[config.mk]
export PLATFORM = sky130hd
export DESIGN_NAME = exposure_time_auto_adjust_core
export DESIGN_NICKNAME = d
export VERILOG_FILES = /design/src/hw/rtl/etaa_pkg.sv /design/src/hw/rtl/etaa_cfg.sv /design/src/hw/rtl/etaa_ctrl.sv /design/src/hw/rtl/exposure_time_auto_adjust_core.sv
export SDC_FILE = /design/constraint.sdc
export NUM_CORES = 1
export LEC_CHECK = 0
export BUFFER_PORTS_ARGS = -buffer_cell sky130_fd_sc_hd__clkbuf_2
export CORE_MARGIN = 1.5
export CORE_UTILIZATION = 42
export CTS_BUF_LIST = sky130_fd_sc_hd__clkbuf_8
export DETAILED_ROUTE_END_ITERATION = 7
export PLACE_DENSITY = 0.57
export SYNTH_ARGS = -nofsm -noshare
export SYNTH_HDL_FRONTEND = slang
export SYNTH_HIERARCHICAL = 1
export SYNTH_SLANG_ARGS = --single-unit
[constraint.sdc]
create_clock -name clk -period 10.3 [get_ports clk]
set_input_delay 0 -clock clk [delete_from_list [all_inputs] [get_ports clk]]
set_output_delay 0 -clock clk [all_outputs]
set_load 0.03 [all_outputs]
[src/hw/rtl/etaa_pkg.sv]
// Shared types, widths, register indexes and reset values of the exposure control block.
`default_nettype none

package etaa_pkg;

	localparam int TIME_BITS      = 24;
	localparam int PIXEL_BITS     = 16;
	localparam int THR_BITS       = 16;
	localparam int TRY_BITS       = 5;
	localparam int CFG_INDEX_BITS = 3;
	localparam int CFG_DATA_BITS  = TIME_BITS;

	localparam logic [CFG_INDEX_BITS-1:0] REG_LOWER_THRESHOLD = 3'd0;
	localparam logic [CFG_INDEX_BITS-1:0] REG_UPPER_THRESHOLD = 3'd1;
	localparam logic [CFG_INDEX_BITS-1:0] REG_MIN_ITIME       = 3'd2;
	localparam logic [CFG_INDEX_BITS-1:0] REG_MAX_ITIME       = 3'd3;
	localparam logic [CFG_INDEX_BITS-1:0] REG_MAX_TRIES       = 3'd4;

	localparam logic [THR_BITS-1:0]  LOWER_THRESHOLD_RST = THR_BITS'(33000);
	localparam logic [THR_BITS-1:0]  UPPER_THRESHOLD_RST = THR_BITS'(54600);
	localparam logic [TIME_BITS-1:0] MIN_ITIME_RST       = TIME_BITS'(54000);
	localparam logic [TIME_BITS-1:0] MAX_ITIME_RST       = TIME_BITS'(1000000);
	localparam logic [TRY_BITS-1:0]  MAX_TRIES_RST       = TRY_BITS'(16);

	localparam logic ACT_START = 1'b0;
	localparam logic ACT_PIXEL = 1'b1;

	typedef struct packed {
		logic                  action;
		logic [PIXEL_BITS-1:0] pixel_value;
		logic                  frame_last;
	} in_item_t;

	typedef struct packed {
		logic [TIME_BITS-1:0] integration_time;
		logic                 is_final;
	} out_item_t;

	typedef struct packed {
		logic [THR_BITS-1:0]  lower_threshold;
		logic [THR_BITS-1:0]  upper_threshold;
		logic [TIME_BITS-1:0] min_itime;
		logic [TIME_BITS-1:0] max_itime;
		logic [TRY_BITS-1:0]  max_tries;
	} cfg_t;

endpackage

`default_nettype wire

[src/hw/rtl/etaa_cfg.sv]
// Configuration register file of the exposure control block.
`default_nettype none

module etaa_cfg (
	input  wire                                   clk,
	input  wire                                   arst_n,
	input  wire                                   cfg_we,
	input  wire [etaa_pkg::CFG_INDEX_BITS-1:0]    cfg_index,
	input  wire [etaa_pkg::CFG_DATA_BITS-1:0]     cfg_wdata,
	output etaa_pkg::cfg_t                        cfg
);
	import etaa_pkg::*;

	cfg_t cfg_q;

	always_ff @(posedge clk or negedge arst_n) begin
		if (!arst_n) begin
			cfg_q.lower_threshold <= LOWER_THRESHOLD_RST;
			cfg_q.upper_threshold <= UPPER_THRESHOLD_RST;
			cfg_q.min_itime       <= MIN_ITIME_RST;
			cfg_q.max_itime       <= MAX_ITIME_RST;
			cfg_q.max_tries       <= MAX_TRIES_RST;
		end else if (cfg_we) begin
			case (cfg_index)
				REG_LOWER_THRESHOLD: cfg_q.lower_threshold <= cfg_wdata[THR_BITS-1:0];
				REG_UPPER_THRESHOLD: cfg_q.upper_threshold <= cfg_wdata[THR_BITS-1:0];
				REG_MIN_ITIME:       cfg_q.min_itime       <= cfg_wdata[TIME_BITS-1:0];
				REG_MAX_ITIME:       cfg_q.max_itime       <= cfg_wdata[TIME_BITS-1:0];
				REG_MAX_TRIES:       cfg_q.max_tries       <= cfg_wdata[TRY_BITS-1:0];
				default: begin
				end
			endcase
		end
	end

	assign cfg = cfg_q;

endmodule

`default_nettype wire

[src/hw/rtl/etaa_ctrl.sv]
// Run state, peak tracking, frame-end decision and result register.
`default_nettype none

module etaa_ctrl (
	input  wire                  clk,
	input  wire                  arst_n,
	input  etaa_pkg::cfg_t       cfg,
	input  wire                  in_valid,
	input  etaa_pkg::in_item_t   in_item,
	output logic                 take,
	output logic                 out_valid,
	input  wire                  out_ready,
	output etaa_pkg::out_item_t  out_item
);
	import etaa_pkg::*;

	typedef enum logic [2:0] {
		PH_IDLE,
		PH_FIRST,
		PH_PROBE_UP,
		PH_PROBE_DOWN,
		PH_SEARCH
	} phase_t;

	typedef enum logic [1:0] {
		DIR_FOUND,
		DIR_UP,
		DIR_DOWN
	} dir_t;

	typedef logic [TIME_BITS:0] time_ext_t;

	phase_t                phase_q, phase_d;
	logic [PIXEL_BITS-1:0] peak_q, peak_d, peak_new;
	logic [TIME_BITS-1:0]  cur_q, cur_d;
	logic [TIME_BITS-1:0]  step_q, step_d;
	logic [TRY_BITS-1:0]   try_q, try_d, try_inc;
	logic                  out_valid_q;
	out_item_t             out_item_q;
	out_item_t             res;
	logic                  produces;
	dir_t                  dir;
	logic [TIME_BITS-1:0]  half, step_h, bs_up, bs_down;
	time_ext_t             t_up, t_dn, t_nx, min_plus;
	logic                  ge_max, le_min;

	always_comb begin
		half     = cfg.max_itime >> 1;
		peak_new = (in_item.pixel_value > peak_q) ? in_item.pixel_value : peak_q;
		if ({{(THR_BITS > PIXEL_BITS ? THR_BITS - PIXEL_BITS : 0){1'b0}}, peak_new} >
				cfg.upper_threshold) begin
			dir = DIR_DOWN;
		end else if ({{(THR_BITS > PIXEL_BITS ? THR_BITS - PIXEL_BITS : 0){1'b0}}, peak_new} <
				cfg.lower_threshold) begin
			dir = DIR_UP;
		end else begin
			dir = DIR_FOUND;
		end
		step_h   = step_q >> 1;
		try_inc  = try_q + TRY_BITS'(1);
		t_up     = {1'b0, cur_q} + {1'b0, step_h};
		min_plus = {1'b0, cfg.min_itime} + {1'b0, step_h};
		t_dn     = ({1'b0, cur_q} > min_plus) ? ({1'b0, cur_q} - {1'b0, step_h})
			: {1'b0, cfg.min_itime};
		t_nx     = (dir == DIR_UP) ? t_up : t_dn;
		ge_max   = t_nx >= {1'b0, cfg.max_itime};
		le_min   = t_nx <= {1'b0, cfg.min_itime};
		bs_up    = (cfg.max_itime > half) ? ((cfg.max_itime - half) >> 1) : '0;
		bs_down  = (half > cfg.min_itime) ? ((half - cfg.min_itime) >> 1) : '0;
	end

	always_comb begin
		phase_d  = phase_q;
		peak_d   = peak_q;
		cur_d    = cur_q;
		step_d   = step_q;
		try_d    = try_q;
		produces = 1'b0;
		res      = '{integration_time: cur_q, is_final: 1'b0};
		if (in_item.action == ACT_START) begin
			peak_d   = '0;
			step_d   = '0;
			try_d    = '0;
			cur_d    = half;
			phase_d  = PH_FIRST;
			produces = 1'b1;
			res      = '{integration_time: half, is_final: 1'b0};
		end else if (phase_q != PH_IDLE) begin
			peak_d = peak_new;
			if (in_item.frame_last) begin
				peak_d       = '0;
				produces     = 1'b1;
				res.is_final = 1'b1;
				case (phase_q)
					PH_FIRST: begin
						if (dir == DIR_UP) begin
							cur_d   = cfg.max_itime;
							phase_d = PH_PROBE_UP;
							res     = '{integration_time: cfg.max_itime, is_final: 1'b0};
						end else if (dir == DIR_DOWN) begin
							cur_d   = cfg.min_itime;
							phase_d = PH_PROBE_DOWN;
							res     = '{integration_time: cfg.min_itime, is_final: 1'b0};
						end
					end
					PH_PROBE_UP: begin
						if (dir == DIR_DOWN) begin
							cur_d  = half;
							step_d = bs_up;
							try_d  = '0;
							res    = '{integration_time: half,
								is_final: (cfg.max_tries == '0)};
							if (cfg.max_tries != '0) begin
								phase_d = PH_SEARCH;
							end
						end
					end
					PH_PROBE_DOWN: begin
						if (dir == DIR_UP) begin
							cur_d  = cfg.min_itime;
							step_d = bs_down;
							try_d  = '0;
							res    = '{integration_time: cfg.min_itime,
								is_final: (cfg.max_tries == '0)};
							if (cfg.max_tries != '0) begin
								phase_d = PH_SEARCH;
							end
						end
					end
					PH_SEARCH: begin
						try_d  = try_inc;
						step_d = step_h;
						if (dir != DIR_FOUND) begin
							if (ge_max) begin
								cur_d                = cfg.max_itime;
								res.integration_time = cfg.max_itime;
							end else if (le_min) begin
								cur_d                = cfg.min_itime;
								res.integration_time = cfg.min_itime;
							end else begin
								cur_d                = t_nx[TIME_BITS-1:0];
								res.integration_time = t_nx[TIME_BITS-1:0];
								res.is_final         = (try_inc >= cfg.max_tries);
							end
						end
					end
					default: begin
					end
				endcase
				if (res.is_final) begin
					phase_d = PH_IDLE;
				end
			end
		end
	end

	assign take = in_valid && (!produces || !out_valid_q || out_ready);

	always_ff @(posedge clk or negedge arst_n) begin
		if (!arst_n) begin
			phase_q     <= PH_IDLE;
			peak_q      <= '0;
			cur_q       <= '0;
			step_q      <= '0;
			try_q       <= '0;
			out_valid_q <= 1'b0;
		end else begin
			if (out_valid_q && out_ready) begin
				out_valid_q <= 1'b0;
			end
			if (take) begin
				phase_q <= phase_d;
				peak_q  <= peak_d;
				cur_q   <= cur_d;
				step_q  <= step_d;
				try_q   <= try_d;
				if (produces) begin
					out_valid_q <= 1'b1;
				end
			end
		end
	end

	always_ff @(posedge clk) begin
		if (take && produces) begin
			out_item_q <= res;
		end
	end

	assign out_valid = out_valid_q;
	assign out_item  = out_item_q;

`ifndef SYNTHESIS
	a_no_overwrite: assert property (@(posedge clk) disable iff (!arst_n)
		out_valid_q && !out_ready |-> !(take && produces))
		else $error("A waiting result item was overwritten.");

	a_start_result: assert property (@(posedge clk) disable iff (!arst_n)
		take && in_item.action == ACT_START |=> out_valid_q && !out_item_q.is_final
			&& phase_q == PH_FIRST)
		else $error("A start item did not give an open first result.");

	a_final_idle: assert property (@(posedge clk) disable iff (!arst_n)
		take && produces && res.is_final |=> phase_q == PH_IDLE && out_item_q.is_final)
		else $error("A final result did not end the run.");

	a_idle_pixel: assert property (@(posedge clk) disable iff (!arst_n)
		phase_q == PH_IDLE && in_item.action == ACT_PIXEL |-> !produces)
		else $error("A pixel item outside a run gave a result.");
`endif

endmodule

`default_nettype wire

[src/hw/rtl/exposure_time_auto_adjust_core.sv]
// Top level of the automatic exposure control block: input register and submodules.
// Usage:
// The input channel carries start items (action 0) and pixel items (action 1) on a
// valid/ready handshake. A start item opens a run and yields a first integration time
// of half the longest allowed time. Pixels of each measured frame are reduced to their
// peak; the pixel marked last in a frame yields the next integration time to measure,
// or the final time with is_final set, which ends the run. Pixels outside a run are
// dropped without a result.
// An accepted item is held in an input register and decided from it; its result item
// is registered in the output register and offered on the output channel from there.
// One item is accepted every cycle while the output is taken; the frame-end decision
// is a single pass through the peak compare and the search adder.
// When the receiver stalls, a waiting result is held in the output register; items
// that give no result still pass, and the input stalls only when the next item would
// need the occupied output register.
// Configuration is written through cfg_we, cfg_index and cfg_wdata while no item is
// in flight. Reset clears the run to idle, empties both registers and loads the
// default thresholds, time limits and try count.
`default_nettype none

module exposure_time_auto_adjust_core (
	input  wire                                clk,
	input  wire                                arst_n,
	input  wire                                in_valid,
	output logic                               in_ready,
	input  etaa_pkg::in_item_t                 in_item,
	output logic                               out_valid,
	input  wire                                out_ready,
	output etaa_pkg::out_item_t                out_item,
	input  wire                                cfg_we,
	input  wire [etaa_pkg::CFG_INDEX_BITS-1:0] cfg_index,
	input  wire [etaa_pkg::CFG_DATA_BITS-1:0]  cfg_wdata
);
	import etaa_pkg::*;

	logic     valid_s1;
	in_item_t item_s1;
	logic     take;
	cfg_t     cfg;

	assign in_ready = !valid_s1 || take;

	always_ff @(posedge clk or negedge arst_n) begin
		if (!arst_n) begin
			valid_s1 <= 1'b0;
		end else if (in_ready) begin
			valid_s1 <= in_valid;
		end
	end

	always_ff @(posedge clk) begin
		if (in_ready && in_valid) begin
			item_s1 <= in_item;
		end
	end

	etaa_cfg u_cfg (
		.clk       (clk),
		.arst_n    (arst_n),
		.cfg_we    (cfg_we),
		.cfg_index (cfg_index),
		.cfg_wdata (cfg_wdata),
		.cfg       (cfg)
	);

	etaa_ctrl u_ctrl (
		.clk       (clk),
		.arst_n    (arst_n),
		.cfg       (cfg),
		.in_valid  (valid_s1),
		.in_item   (item_s1),
		.take      (take),
		.out_valid (out_valid),
		.out_ready (out_ready),
		.out_item  (out_item)
	);

endmodule

`default_nettype wire
==> results.md <==
- TritonCTS Buffers: 17
- Clock Skews: 0.0422 ns
- Worst setup startpoint: u_cfg/cfg[29]
- Mean number of vias per cell: 6.48
- Clock buffer depth: 2
- Final setup viols: 0
- Via count: 19200
- CTS tree: built
- Post-synth ARST share: 78.5%
- DRT iter0 DRCs: 2173
- Global-route wire length before repair: 117000 µm
- Max stage delay on crit path: 0.69 ns
- CTS clk-pin slew, worst paths: 0.11 ns
- DR DRC count: 0
- Syn Inst Count: 2278
- Critical path class: flop to flop
- Cell Area, Synth: 19500 µm²
- Critical Path Fanout Max: 15
- Die area: 47700 µm²
- Dpl hpwl: 60300 µm
- Fin Setup TNS: 0 ns
- Post-synthesis sequential area ratio: 27.0%
- H-tree depth: 4
- Gates resized, CTS repair: 0
- F_max: 104 MHz
- NumNets Final: 2641
- Share of layout cells above drive strength 1: 13.9%
- Syn_nets: 2569
- Syn avg cell area: 8.56 µm²
- Most frequent cells in the layout: ha_1, a21oi_1, inv_1
- CP top delay family: compound AO/OA/AOI/OAI gates
- Commonest non-fill, non-tap cell in the layout: ha_1
- Die height: 218 µm
- Routed length per placed instance: 26.6 µm
- RR Endpoint: u_ctrl/out_item[11]
- Bufs and invs on worst path: 0
- Max_cap viols: 0
- WP data arrival: 9.92 ns
- Tmin final: 9.57 ns
- Area contributors post-synth: dfrtp_1, ha_1, edfxtp_1
- Fin crit share: 92.9%
- CTS Root Buffer Type: clkbuf_8
- Final Hold Fails: 0
- Slew margin rel.: 14.5%
- # fillers: 4479
- Biggest area consumer among synthesized cells: dfrtp_1
- Final WL: 78800 µm
- CP required: 10.64 ns
- RSZ-0062 raised after global routing: no
- Detailed Routing Iterations Pass 1: 6
- Post-route ant nets: 0
- Initial antenna violation count: 1
- Kind of end point of the critical path: flop
- Total global-route track usage: 32.9%
- Row cnt: 78
- HP Class: primary input to asynchronous set/reset pin
- Post-synth EDFFs: 43
- Worst setup endpoint: u_ctrl/out_item[11]
- FF/Latch Area: 5260 µm²
- Vias in the first global route: 18400
- Crit path launch type: flop
- Slew Viols, Final: 0
- Stages on the worst setup path: 37
- Clk_lat worst skew: 0.55 ns
- Initial core utilization: 42.8%
- Worst path slowest cell: a211oi_1
- Diode count: 0
- Largest net degree at the start of global routing: 92
- Worst r2r src: u_cfg/cfg[29]
- Multi-input gate area: 13100 µm²
- IO Count: 77
- Total clock sinks: 200
- #FFs+latches synth: 200
- I/O Buffers: 76
- Min Hold Slack: 0.147 ns
- Most repeated library cell on the critical path: a21oi_1
- Placer Congestion: 0.977
- Post-synth top area share: 16.6%
- Post-synth top flop: dfrtp_1
- Horiz. Die Dim: 218 µm
- Worst-margin pin slew: 1.27 ns
- Post-synthesis cell type count: 98
- Status: finished, final reports clean
- R2R depth: 37
- Core box area: 45600 µm²
- Area Growth Syn to Fin: 9.20%
- FF-to-FF setup slack: 0.73 ns
- Grt ovf: 0
- Synth Warn #: 6
==> routing by layer <==
metal	part of all wire, %	track usage (%)	vias up	wire length (µm)
li1	-	-	8721	-
met1	42	43.2	9343	33000
met2	45	52.0	945	35400
met3	8.1	5.98	189	6390
met4	5.0	16.0	2	3950
met5	0.017	0	-	13
==> stage by stage <==
step                instance area, µm²  worst slack [ns]  utilization, %  cells
finish                           21300             0.729            46.7   2963
global route                     21300             0.144            46.7   2963
CTS                              21300              1.06            46.7   2963
detailed placement               20400              1.13            44.8   2886
global placement                 20400              1.16            44.8   2886
floorplan                        19500              2.67               -   2278
==> sequential cells by signal, indices dropped and copies added (netlist names) <==
signal / count
valid_s1: 1
u_ctrl/step_q: 22
u_cfg/cfg: 85
item_s1: 18
u_ctrl/peak_q: 16
u_ctrl/out_valid: 1
u_ctrl/try_q: 5
u_ctrl/cur_q: 24
u_ctrl/phase_q: 3
u_ctrl/out_item: 25
==> worst reg2reg max path, delay by kind of cell (launching register included) <==
family | cells | cell delay [ns]
xor gates and xnor gates | 1 | 0.15
adders and majority gates | 4 | 1.44
AOI/OAI and AO/OA | 23 | 4.98
and+or+nand+nor | 9 | 2.35
DFF | 1 | 0.51
==> cell type report <==
cell class,count,share of cell area (%)
multi-input combinational,1804,61.7
sequential,200,24.7
timing repair buffer,156,5.17
tap,600,3.53
inverter,171,3.01
clock buffer,17,1.10
clock inverter,15,0.782
==> worst min-delay path by stage <==
stage,startpoint,to,slack [ns]
floorplan,arst_n,u_cfg/cfg[0],-0.30
global placement,arst_n,u_ctrl/try_q[0],0.18
detailed placement,in_item[16],item_s1[16],0.18
CTS,cfg_we,u_cfg/cfg[3],0.11
global route,cfg_we,u_cfg/cfg[0],0.14
finish,arst_n,u_ctrl/try_q[0],0.15
==> kinds of logic (layout without fill, tap and decap cells) <==
family	count (synthesis)	in the layout	synth area share [%]
adder cells (fa/ha/maj)	241	241	15.6
multiplexers	114	114	6.53
flip-flops	200	200	27.0
XOR/XNOR	55	55	2.47
buffers and inverters	274	359	5.70
AND/OR/NAND/NOR	599	599	15.5
AO/OA/AOI/OAI	795	795	27.3
==> cell usage after synthesis (10+ instances only) <==
library cell and n:
dfrtp_1 129, edfxtp_1 43, nor2_1 163, nor3_1 53, nand2_1 147, mux2_2 102
or3_1 24, o31ai_1 24, xnor2_1 32, nor2b_1 30, a222oi_1 30, a21o_1 53
buf_2 18, o21bai_1 15, dfstp_2 28, a21oi_1 209, nand3_1 47, o21a_1 33
a22oi_1 10, a221oi_1 25, o221ai_1 10, nand4_1 25, o21ai_0 160, a211oi_1 29
inv_1 171, a31oi_1 17, ha_1 238, clkbuf_1 70, nand2b_1 27, mux2i_1 11
or2_2 11, o22ai_1 38, xor2_1 23, a221o_1 17, o211ai_1 21
==> repair_timing <==
action | 4_1_cts | 5_1_grt
hold buffers | 45 | 0
setup buffers | 0 | 0
endpoints found under the hold margin | 202 | 0
endpoints found under the setup margin | 0 | 0
Power is left out: the tool's default activity adds up to more than one toggle a clock period on the data nets, which glitch-free logic cannot reach.
